## src/sv/assert_macros.svh

```systemverilog
// Assertion macros shared by the RTL of the slot allocator.
// Depends on nothing; files that assert take it by include.
`ifndef ASSERT_MACROS_SVH
`define ASSERT_MACROS_SVH

// Check a property on every rising edge outside reset.
`define CHK_ASSERT(label, clk, rst, prop, msg) \
  label: assert property (@(posedge clk) disable iff (rst) (prop)) else $error(msg);

// Check a property on every rising edge, reset included.
`define CHK_ASSERT_ALWAYS(label, clk, prop, msg) \
  label: assert property (@(posedge clk) (prop)) else $error(msg);

`endif

```

## src/sv/ssa_pkg.sv

```systemverilog
// Package of the serial number slot allocator: constants, codes and types.
// Used by the interfaces, the search unit and the top level.
package ssa_pkg;

  localparam int SLOTS       = 256;
  localparam int SLOT_BITS   = 8;
  localparam int HINT_BITS   = 9;
  localparam int HANDLE_BITS = 32;
  localparam int GRP_SIZE    = 16;
  localparam int GRP_BITS    = 4;
  localparam int GRP_COUNT   = SLOTS / GRP_SIZE;

  // Command codes.
  localparam logic [2:0] CMD_ASSIGN   = 3'd0;
  localparam logic [2:0] CMD_UNASSIGN = 3'd1;
  localparam logic [2:0] CMD_GET      = 3'd2;
  localparam logic [2:0] CMD_NEXT     = 3'd3;
  localparam logic [2:0] CMD_PREV     = 3'd4;
  localparam logic [2:0] CMD_FREE     = 3'd5;
  localparam logic [2:0] CMD_CLEAR    = 3'd6;

  // Status codes.
  localparam logic [2:0] ST_OK        = 3'd0;
  localparam logic [2:0] ST_NONE      = 3'd1;
  localparam logic [2:0] ST_RANGE     = 3'd2;
  localparam logic [2:0] ST_TAKEN     = 3'd3;
  localparam logic [2:0] ST_BADHANDLE = 3'd4;

  typedef enum logic [2:0] {
    S_IDLE,
    S_LAUNCH,
    S_WAIT,
    S_FOUND,
    S_DONE
  } state_t;

  typedef struct packed {
    logic [2:0]             cmd;
    logic [SLOT_BITS-1:0]   slot_number;
    logic [HANDLE_BITS-1:0] object_handle;
  } req_t;

  typedef struct packed {
    logic [2:0]             status;
    logic [SLOT_BITS-1:0]   result_number;
    logic [HANDLE_BITS-1:0] result_handle;
    logic [SLOT_BITS-1:0]   entry_count;
    logic [SLOT_BITS-1:0]   highest_number;
  } rsp_t;

  // Result of a bitmap search.
  typedef struct packed {
    logic                 found;
    logic [SLOT_BITS-1:0] idx;
  } hit_t;

endpackage

```

## src/sv/ssa_search.sv

```systemverilog
// Two-stage priority search over the occupancy bitmap, lowest or highest bit.
// Depends on ssa_pkg.
module ssa_search (
  input  logic                      clk,
  input  logic [ssa_pkg::SLOTS-1:0] vec,
  input  logic                      high,
  output ssa_pkg::hit_t             hit
);

  logic [ssa_pkg::GRP_COUNT-1:0] grp_any;
  logic [ssa_pkg::GRP_BITS-1:0]  grp_idx [ssa_pkg::GRP_COUNT];
  logic                          high_r;
  logic [ssa_pkg::GRP_COUNT-1:0] any_c;
  logic [ssa_pkg::GRP_BITS-1:0]  idx_c [ssa_pkg::GRP_COUNT];
  ssa_pkg::hit_t                 hit_c;

  // First stage: find the winning bit inside each group.
  always_comb begin
    for (int g = 0; g < ssa_pkg::GRP_COUNT; g++) begin
      any_c[g] = |vec[g*ssa_pkg::GRP_SIZE +: ssa_pkg::GRP_SIZE];
      idx_c[g] = '0;
      for (int j = 0; j < ssa_pkg::GRP_SIZE; j++) begin
        if (high) begin
          if (vec[g*ssa_pkg::GRP_SIZE + j]) begin
            idx_c[g] = ssa_pkg::GRP_BITS'(j);
          end
        end else if (vec[g*ssa_pkg::GRP_SIZE + ssa_pkg::GRP_SIZE - 1 - j]) begin
          idx_c[g] = ssa_pkg::GRP_BITS'(ssa_pkg::GRP_SIZE - 1 - j);
        end
      end
    end
  end

  always_ff @(posedge clk) begin
    grp_any <= any_c;
    grp_idx <= idx_c;
    high_r  <= high;
  end

  // Second stage: pick the winning group.
  always_comb begin
    hit_c = '0;
    for (int g = 0; g < ssa_pkg::GRP_COUNT; g++) begin
      if (high_r) begin
        if (grp_any[g]) begin
          hit_c.found = 1'b1;
          hit_c.idx   = {ssa_pkg::GRP_BITS'(g), grp_idx[g]};
        end
      end else if (grp_any[ssa_pkg::GRP_COUNT - 1 - g]) begin
        hit_c.found = 1'b1;
        hit_c.idx   = {ssa_pkg::GRP_BITS'(ssa_pkg::GRP_COUNT - 1 - g),
                       grp_idx[ssa_pkg::GRP_COUNT - 1 - g]};
      end
    end
  end

  always_ff @(posedge clk) begin
    hit <= hit_c;
  end

endmodule

```

## config.mk

```make
export PLATFORM = sky130hd
export DESIGN_NAME = ssa_search
export DESIGN_NICKNAME = d
export VERILOG_FILES = /design/src/sv/assert_macros.svh /design/src/sv/ssa_pkg.sv /design/src/sv/ssa_search.sv
export SDC_FILE = /design/constraint.sdc
export NUM_CORES = 1
export LEC_CHECK = 0
export ABC_CLOCK_PERIOD_IN_PS = 3200
export BUFFER_PORTS_ARGS = -buffer_cell sky130_fd_sc_hd__buf_2
export CORE_ASPECT_RATIO = 0.5
export CORE_UTILIZATION = 57
export CTS_BUF_LIST = sky130_fd_sc_hd__clkbuf_4 sky130_fd_sc_hd__clkbuf_8 sky130_fd_sc_hd__clkbuf_16
export CTS_CLUSTER_DIAMETER = 80
export DETAILED_ROUTE_END_ITERATION = 10
export PLACE_DENSITY = 0.95
export SYNTH_ARGS = -nofsm -noshare
export SYNTH_HDL_FRONTEND = slang
export SYNTH_SLANG_ARGS = --single-unit
export TNS_END_PERCENT = 50
```

## constraint.sdc

```tcl
create_clock -name clk -period 3.2 [get_ports clk]
set_input_delay 0.64 -clock clk [delete_from_list [all_inputs] [get_ports clk]]
set_output_delay 0.64 -clock clk [all_outputs]
set_load 0.02 [all_outputs]
```

==> key figures, run 1 <==
STA
  – Max frequency: 438 MHz
  – Worst Skew: approximately 0.0087 ns
  – Unrepaired setup endpoints after global routing: false
  – Final hold violations: 0
  – Final setup slack of the worst path: a little over 0.9 ns
  – Period Utilization, post-route: 71.3%
  – Minimum clock period after layout: between 2 and 2.5 ns
  – Final-report setup violation count: 0
  – Actual transition at the worst max-transition pin: 0.741 ns
  – Max-slew headroom: between 50% and 60%
  – Worst Hold Margin: approximately 0.51 ns
  – Setup TNS: 0 ns
  – Final-report max-slew violation count: 0

Die
  – Cell row count: 31
  – Floorplan die area: 15400 um^2
  – Count of boundary I/O pins: about 270
  – Die X-Extent: ~170 um
  – Die span in y: just under 90 um
  – Initial Utilization: ~58%
  – Floorplan Core Area: approximately 14000 um^2

Worst setup path
  – Required time reported for the critical path endpoint: 3.44 ns
  – Worst setup EP type: flop
  – Crit path kind: flop to flop
  – Delay of the slowest cell on the worst path: about 0.7 ns
  – CP Data Arrival Time: about 2.5 ns
  – Worst-path maximum fanout: 16
  – Crit path max-delay family: compound AO/OA/AOI/OAI gates
  – Critical-path cell with the highest stage delay: sky130_fd_sc_hd__dfxtp_1
  – Cells traversed along the worst timing path: nor2b_1, a22oi_1, o211ai_1, nand4_1, a211oi_1
  – Kind of start point of the critical path: flop
  – Buffer and inverter count on the worst path: 0

Clocking
  – Number of H-tree levels: 3
  – Clock sink total: 90
  – Buffer levels on the longest clock path: 2
  – Count of buffers added by post-CTS timing repair for setup: 0
  – TritonCTS clock tree: done
  – Cts hold-fix bufs: 0
  – Root buffer cell: sky130_fd_sc_hd__clkbuf_16
  – Number of CTS-inserted buffers: 9
  – Clock transition at the registers of the reported paths: approximately 0.070 ns
  – Clock Latency Late Sink: 0.35 ns
  – # resized after CTS: 0

Routing
  – Average routed wire per standard cell: 16.4 um
  – DRC violation count after routing: 0
  – Number of iterations in the first detailed-routing pass: 10
  – DRT Wirelength: roughly 29 mm
  – Violation count after the first detailed-routing iteration: approximately 1200
  – Detailed-routed wire length on met3: about 2.8 mm
  – Detailed-routing wirelength on met1: approximately 12 mm
  – Routed vias/inst: approximately 6.5
  – Vias: 11300
  – Met2 wire length: 13.0 mm
  – Top routing layer in use: met4
  – Remaining antenna violation count: 0

Status
  – Result of the run: finished, final reports clean

Yosys
  – Synth Flop Type: sky130_fd_sc_hd__dfxtp_1
  – Number of distinct library cells after synthesis: 66
  – Fraction of synthesized area in multiplexers: 0%
  – Fraction of synthesis flops using an asynchronous set or reset pin: 0%
  – Syn Std Cell Area: roughly 8500 um^2
  – Register bit count reported by yosys: 90
  – Seq/Total Area, Yosys: 21.3%
  – Per-instance average area after synthesis: 6.47 um^2
  – Compound-Gate Fraction of Synth Area: 40.5%
  – Post-Syn Instances: 1309
  – Synth Area in XOR/XNOR: 0%
  – Dominant combinational cell family by area after synthesis: compound AO/OA/AOI/OAI gates
  – Post-Synth Simple-Gate Area: between 30% and 40%
  – Yosys synthesis warning count: 0
  – Post-Synthesis Net Count: ~1600
  – Number of synthesized flops with an enable pin: 0
  – Adder and majority cell fraction of the synthesized area: 0%

Worst hold path
  – Hold WC Path Type: input pin to flop

Layout
  – Fin area: roughly 10000 um^2
  – ANT cells: 0
  – Nets: 1799
  – Area overhead of the layout relative to synthesis: 20.5%
  – Fraction of layout cells with a size suffix above 1: around a fifth

GRT
  – GRT Overall Usage: a little over a third
  – Number of global-route vias before repair: 10000
  – Largest net degree at the start of global routing: between 60 and 70
  – Grt ovf: 0
  – Antenna violations before repair: 0
  – Global-route wire length before repair: between 40 and 50 mm

Placement
  – Count of input and output buffers: about 270
  – Final weighted congestion of routability-driven global placement: about 0.96
  – Cell area reported after detailed placement: 9890 um^2
  – DPL Wire Length: approximately 22 mm
  – Setup slack after placement: roughly 0.73 ns

Power
  – Sequential share of power: between 30% and 40%
  – Total leakage power: ~4.3 nW
  – Switching Share: about 33%
  – Part of the total power dissipated in combinational logic: around 28%
  – Relative contribution of the clock network to total power: 33.7%
  – PD cells: approximately 320 nW/um^2
  – Int Pwr: between 2 and 2.5 mW
  – Peak supply drop: around 0.25 mV
  – Total net switching power: roughly 1.1 mW

Flow run
  – Max-cap violations: 0
==> Yosys cell counts (5+ instances only) <==
cell type | number | area, um^2
sky130_fd_sc_hd__nor3b_1 | 5 | 37.5
sky130_fd_sc_hd__nand2b_1 | 34 | 213
sky130_fd_sc_hd__o32ai_1 | 5 | 43.8
sky130_fd_sc_hd__a211oi_1 | 28 | 210
sky130_fd_sc_hd__nor2b_1 | 27 | 169
sky130_fd_sc_hd__buf_2 | 32 | 160
sky130_fd_sc_hd__or3_1 | 8 | 50.1
sky130_fd_sc_hd__o21ai_0 | 83 | 415
sky130_fd_sc_hd__o311ai_1 | 8 | 70.1
sky130_fd_sc_hd__clkbuf_1 | 16 | 60.1
sky130_fd_sc_hd__o221ai_1 | 8 | 70.1
sky130_fd_sc_hd__o21bai_1 | 14 | 105
sky130_fd_sc_hd__o41ai_1 | 15 | 131
sky130_fd_sc_hd__a221oi_1 | 12 | 105
sky130_fd_sc_hd__a31oi_1 | 11 | 68.8
sky130_fd_sc_hd__and3_1 | 11 | 68.8
sky130_fd_sc_hd__o31ai_1 | 37 | 278
sky130_fd_sc_hd__nand4_1 | 7 | 43.8
sky130_fd_sc_hd__inv_1 | 79 | 297
sky130_fd_sc_hd__a2111oi_0 | 10 | 87.6
sky130_fd_sc_hd__o311ai_0 | 6 | 52.6
sky130_fd_sc_hd__o22ai_1 | 9 | 56.3
sky130_fd_sc_hd__nor4_1 | 35 | 219
sky130_fd_sc_hd__a22oi_1 | 11 | 82.6
sky130_fd_sc_hd__o211ai_1 | 21 | 158
sky130_fd_sc_hd__o311a_1 | 9 | 90.1
sky130_fd_sc_hd__o22a_1 | 8 | 70.1
sky130_fd_sc_hd__nand2_1 | 107 | 402
sky130_fd_sc_hd__a21o_1 | 10 | 75.1
sky130_fd_sc_hd__nand3_1 | 20 | 100
sky130_fd_sc_hd__nor2_1 | 236 | 886
sky130_fd_sc_hd__a21oi_1 | 155 | 776
sky130_fd_sc_hd__nand3b_1 | 9 | 67.6
sky130_fd_sc_hd__dfxtp_1 | 90 | 1800
sky130_fd_sc_hd__or4_1 | 11 | 82.6
sky130_fd_sc_hd__nor3_1 | 54 | 270
==> cell type report <==
type                    count  area [um^2]
clock inverters             7         83.8
flip-flops and latches     90         1800
repair buffers            273         1410
inverters                  80          300
well taps                 198          248
multi-input cells        1087         6130
clock buffers               9          225
fillers                  1228         4270
==> through the flow <==
stage / power (mW) / std cells / util (%)
after floorplan: 1.72 / 1309 / -
after global placement: 2.12 / 1728 / 68.3
after detailed placement: 2.15 / 1728 / 68.3
after CTS: 3.24 / 1744 / 70.5
after global routing: 3.41 / 1744 / 70.5
final: 3.26 / 1744 / 70.5
==> cells in the final DEF, fill, tap and decap left out, types with 9 or more instances in the layout <==
master / netlist / routed
sky130_fd_sc_hd__nand2b_1: 34 / 34
sky130_fd_sc_hd__a31oi_1: 11 / 11
sky130_fd_sc_hd__and3_1: 11 / 11
sky130_fd_sc_hd__o41ai_1: 15 / 15
sky130_fd_sc_hd__nor4_1: 35 / 35
sky130_fd_sc_hd__nand3_1: 20 / 20
sky130_fd_sc_hd__nand3b_1: 9 / 9
sky130_fd_sc_hd__a21oi_1: 155 / 155
sky130_fd_sc_hd__nor3_1: 54 / 54
sky130_fd_sc_hd__buf_2: 32 / 265
sky130_fd_sc_hd__a2111oi_0: 10 / 10
sky130_fd_sc_hd__nor2_1: 236 / 236
sky130_fd_sc_hd__a211oi_1: 28 / 28
sky130_fd_sc_hd__or4_1: 11 / 11
sky130_fd_sc_hd__o211ai_1: 21 / 21
sky130_fd_sc_hd__o31ai_1: 37 / 37
sky130_fd_sc_hd__o311a_1: 9 / 9
sky130_fd_sc_hd__a21o_1: 10 / 10
sky130_fd_sc_hd__o21ai_0: 83 / 83
sky130_fd_sc_hd__dfxtp_1: 90 / 90
sky130_fd_sc_hd__clkbuf_16: 0 / 9
sky130_fd_sc_hd__a22oi_1: 11 / 11
sky130_fd_sc_hd__inv_1: 79 / 79
sky130_fd_sc_hd__o22ai_1: 9 / 9
sky130_fd_sc_hd__nand2_1: 107 / 107
sky130_fd_sc_hd__nor2b_1: 27 / 27
sky130_fd_sc_hd__a221oi_1: 12 / 12
sky130_fd_sc_hd__o21bai_1: 14 / 14
==> logic make-up after synthesis <==
family,count (synthesis)
AOI/OAI and AO/OA,511
DFF,90
buffers and inverters,132
and+or+nand+nor,576
==> final timing paths <==
check | from | endpoint | slack, ns | depth (start not counted)
hold reg to reg | grp_idx[63]$_DFF_P_ | hit[3]$_DFF_P_ | 0.65 | 4
setup / recovery | grp_any[11]$_DFF_P_ | hit[0]$_DFF_P_ | 0.92 | 5
hold / removal | vec[128] | grp_idx[28]$_DFF_P_ | 0.51 | 2
setup reg to reg | grp_any[11]$_DFF_P_ | hit[0]$_DFF_P_ | 0.92 | 5
==> power by group through the flow <==
stage	clock [mW]	sequential, mW	combinational, mW
6_report	1.10	1.25	0.914
5_1_grt	1.16	1.25	1.00
4_1_cts	1.10	1.25	0.889
3_5_place_dp	0	1.27	0.884
3_3_place_gp	0	1.27	0.849
2_1_floorplan	0	1.26	0.465
==> routing by layer <==
| metal | vias up | global-route usage (%) |
|---|---|---|
| met5 | - | 0 |
| met1 | 5199 | 47.0 |
| met2 | 658 | 62.1 |
| met4 | 0 | 10.3 |
| li1 | 5381 | - |
| met3 | 87 | 5.30 |
==> worst reg2reg max path, cell delays in order (launching register included) <==
cell	delay, ns
sky130_fd_sc_hd__dfxtp_1	0.68
sky130_fd_sc_hd__nor2b_1	0.48
sky130_fd_sc_hd__a22oi_1	0.18
sky130_fd_sc_hd__o211ai_1	0.36
sky130_fd_sc_hd__nand4_1	0.15
sky130_fd_sc_hd__a211oi_1	0.32
==> sequential cells by signal (all words and copies together) (netlist names) <==
register,flops
grp_idx,64
grp_any,16
hit,9
high_r,1
Power figures use the tool's default switching activity.
==> run 2, diff against run 1 <==
--- a/config.mk
+++ b/config.mk
@@ -5,14 +5,14 @@
 export SDC_FILE = /design/constraint.sdc
 export NUM_CORES = 1
 export LEC_CHECK = 0
-export ABC_CLOCK_PERIOD_IN_PS = 3200
+export ABC_CLOCK_PERIOD_IN_PS = 2360
 export BUFFER_PORTS_ARGS = -buffer_cell sky130_fd_sc_hd__buf_2
 export CORE_ASPECT_RATIO = 0.5
-export CORE_UTILIZATION = 57
+export CORE_UTILIZATION = 53
 export CTS_BUF_LIST = sky130_fd_sc_hd__clkbuf_4 sky130_fd_sc_hd__clkbuf_8 sky130_fd_sc_hd__clkbuf_16
 export CTS_CLUSTER_DIAMETER = 80
 export DETAILED_ROUTE_END_ITERATION = 10
-export PLACE_DENSITY = 0.95
+export PLACE_DENSITY = 0.93
 export SYNTH_ARGS = -nofsm -noshare
 export SYNTH_HDL_FRONTEND = slang
 export SYNTH_SLANG_ARGS = --single-unit
==> constraint.sdc (replaced) <==
create_clock -name clk -period 2.36 [get_ports clk]
set_input_delay 0.472 -clock clk [delete_from_list [all_inputs] [get_ports clk]]
set_output_delay 0.472 -clock clk [all_outputs]
set_load 0.02 [all_outputs]
==> key figures, run 2 (same netlist as run 1, synthesis figures left out) <==
Worst setup path
  – Kind of start point of the critical path: flop
  – Required time reported for the critical path endpoint: between 2 and 3 ns
  – Worst-path maximum fanout: 17
  – Worst setup EP type: flop
  – CP Data Arrival Time: between 2 and 2.5 ns
  – Crit path kind: flop to flop
  – Reg2reg path depth: 6

Clocking
  – Clock transition at the registers of the reported paths: approximately 0.06 ns
  – Cts hold-fix bufs: 0
  – TritonCTS clock tree: done
  – Number of H-tree levels: 3
  – Count of buffers added by post-CTS timing repair for setup: 0
  – Clock sink total: 90
  – Clock Latency Late Sink: ~0.34 ns
  – Root buffer cell: sky130_fd_sc_hd__clkbuf_16
  – # resized after CTS: 0
  – Buffer levels on the longest clock path: 2
  – Number of CTS-inserted buffers: 9

STA
  – Final hold violations: 0
  – Max frequency: a little under 500 MHz
  – Final-report setup violation count: 0
  – Actual transition at the worst max-transition pin: roughly 0.6 ns
  – Max-slew headroom: between 50% and 60%
  – Worst Skew: approximately 0.0046 ns
  – Minimum clock period after layout: 2.08 ns
  – Unrepaired setup endpoints after global routing: false
  – Period Utilization, post-route: about nine tenths
  – Final-report max-slew violation count: 0
  – Setup TNS: 0 ns

Routing
  – Remaining antenna violation count: 0
  – Violation count after the first detailed-routing iteration: 1520
  – Vias: about 11000
  – Average routed wire per standard cell: between 15 and 20 um
  – Number of iterations in the first detailed-routing pass: 5
  – DRC violation count after routing: 0
  – Routed vias/inst: roughly 6.4
  – DRT Wirelength: between 30 and 40 mm

Layout
  – Number of flip-flops under the largest register name: 64
  – Fraction of layout cells with a size suffix above 1: 20.6%
  – Number of filler instances in the final layout: 1365
  – Nets: about 1800
  – Register with the highest flop count: grp_idx
  – Commonest non-fill, non-tap cell in the layout: sky130_fd_sc_hd__buf_2
  – Registers with the most flip-flops: grp_idx: 64 flops, grp_any: 16 flops, hit: 9 flops
  – Fin area: roughly 10000 um^2
  – Leading cell types in the layout, fill and taps excluded: 265 x sky130_fd_sc_hd__buf_2, 236 x sky130_fd_sc_hd__nor2_1, 155 x sky130_fd_sc_hd__a21oi_1, 107 x sky130_fd_sc_hd__nand2_1, 90 x sky130_fd_sc_hd__dfxtp_1
  – Area overhead of the layout relative to synthesis: 22.6%

Worst hold path
  – Worst Hold Path Cells: 2
  – Hold WC Path Type: input pin to flop

Power
  – Total leakage power: about 4.4 nW
  – Peak supply drop: approximately 0.34 mV
  – PD cells: approximately 430 nW/um^2

Placement
  – Final weighted congestion of routability-driven global placement: 1.04
  – Cell area reported after detailed placement: about 10000 um^2
  – Count of input and output buffers: 266
  – DPL Wire Length: around 24 mm

Die
  – Initial Utilization: between 50% and 60%
  – Die span in y: just over 90 um
  – Count of boundary I/O pins: between 200 and 300
  – Floorplan die area: between 15000 and 20000 um^2
  – Die X-Extent: 181 um
  – Cell row count: 32
  – Floorplan Core Area: 15500 um^2

Status
  – Result of the run: finished, final reports clean

GRT
  – Antenna violations before repair: 2
  – Number of global-route vias before repair: roughly 10000
  – Largest net degree at the start of global routing: 62
  – Grt ovf: 0
  – Global-route wire length before repair: between 40 and 50 mm
  – GRT Overall Usage: 35.5%

Flow run
  – Max-cap violations: 0
-- run 2: critical path, stage by stage (launching register included) --
cell and delay [ns]:
sky130_fd_sc_hd__dfxtp_1 0.67, sky130_fd_sc_hd__nor2b_1 0.30, sky130_fd_sc_hd__a211oi_1 0.07, sky130_fd_sc_hd__a2111oi_0 0.55
sky130_fd_sc_hd__o41ai_1 0.19, sky130_fd_sc_hd__nand2_1 0.11, sky130_fd_sc_hd__a221oi_1 0.05
-- run 2: metrics by stage --
| stage | hold WS, ns | cells | power, mW | setup slack, ns | util [%] |
|---|---|---|---|---|---|
| after floorplan | 0.500 | 1309 | 2.33 | 0.587 | - |
| after global placement | 0.568 | 1753 | 2.91 | 0.346 | 64.9 |
| after detailed placement | 0.561 | 1753 | 2.94 | 0.325 | 64.9 |
| after CTS | 0.344 | 1769 | 4.40 | 0.357 | 66.9 |
| after global routing | 0.350 | 1769 | 4.65 | 0.0433 | 66.9 |
| final | 0.353 | 1771 | 4.44 | 0.282 | 67.0 |
-- run 2: area by class of cell --
cell class,count,area [um^2],area share [%]
antenna,2,5.00,0.0482
timing repair buffer,292,1580,15.2
clock inverter,2,35.0,0.338
tap,204,255,2.46
inverter,80,300,2.89
clock buffer,14,275,2.65
sequential,90,1800,17.4
multi-input combinational,1087,6130,59.0
-- run 2: power breakdown --
part           switching (mW)  total, mW  internal [mW]
sequential             0.0907       1.72           1.63
combinational           0.744       1.25          0.506
clock                   0.562       1.47          0.912
-- run 2: path summary, 6_finish.rpt --
| kind | start | endpoint | slack (ns) |
|---|---|---|---|
| worst min-delay path | vec[128] | grp_idx[28]$_DFF_P_ | 0.35 |
| worst max-delay path | grp_any[2]$_DFF_P_ | hit[3]$_DFF_P_ | 0.28 |
| worst min register to register | grp_idx[63]$_DFF_P_ | hit[3]$_DFF_P_ | 0.59 |
| worst max register to register | grp_any[2]$_DFF_P_ | hit[3]$_DFF_P_ | 0.28 |
-- run 2: per-layer routing --
metal	track usage [%]	routed length, um
met1	49.8	13300
met2	53.5	12600
met3	9.79	3700
met4	8.33	537
met5	0	0
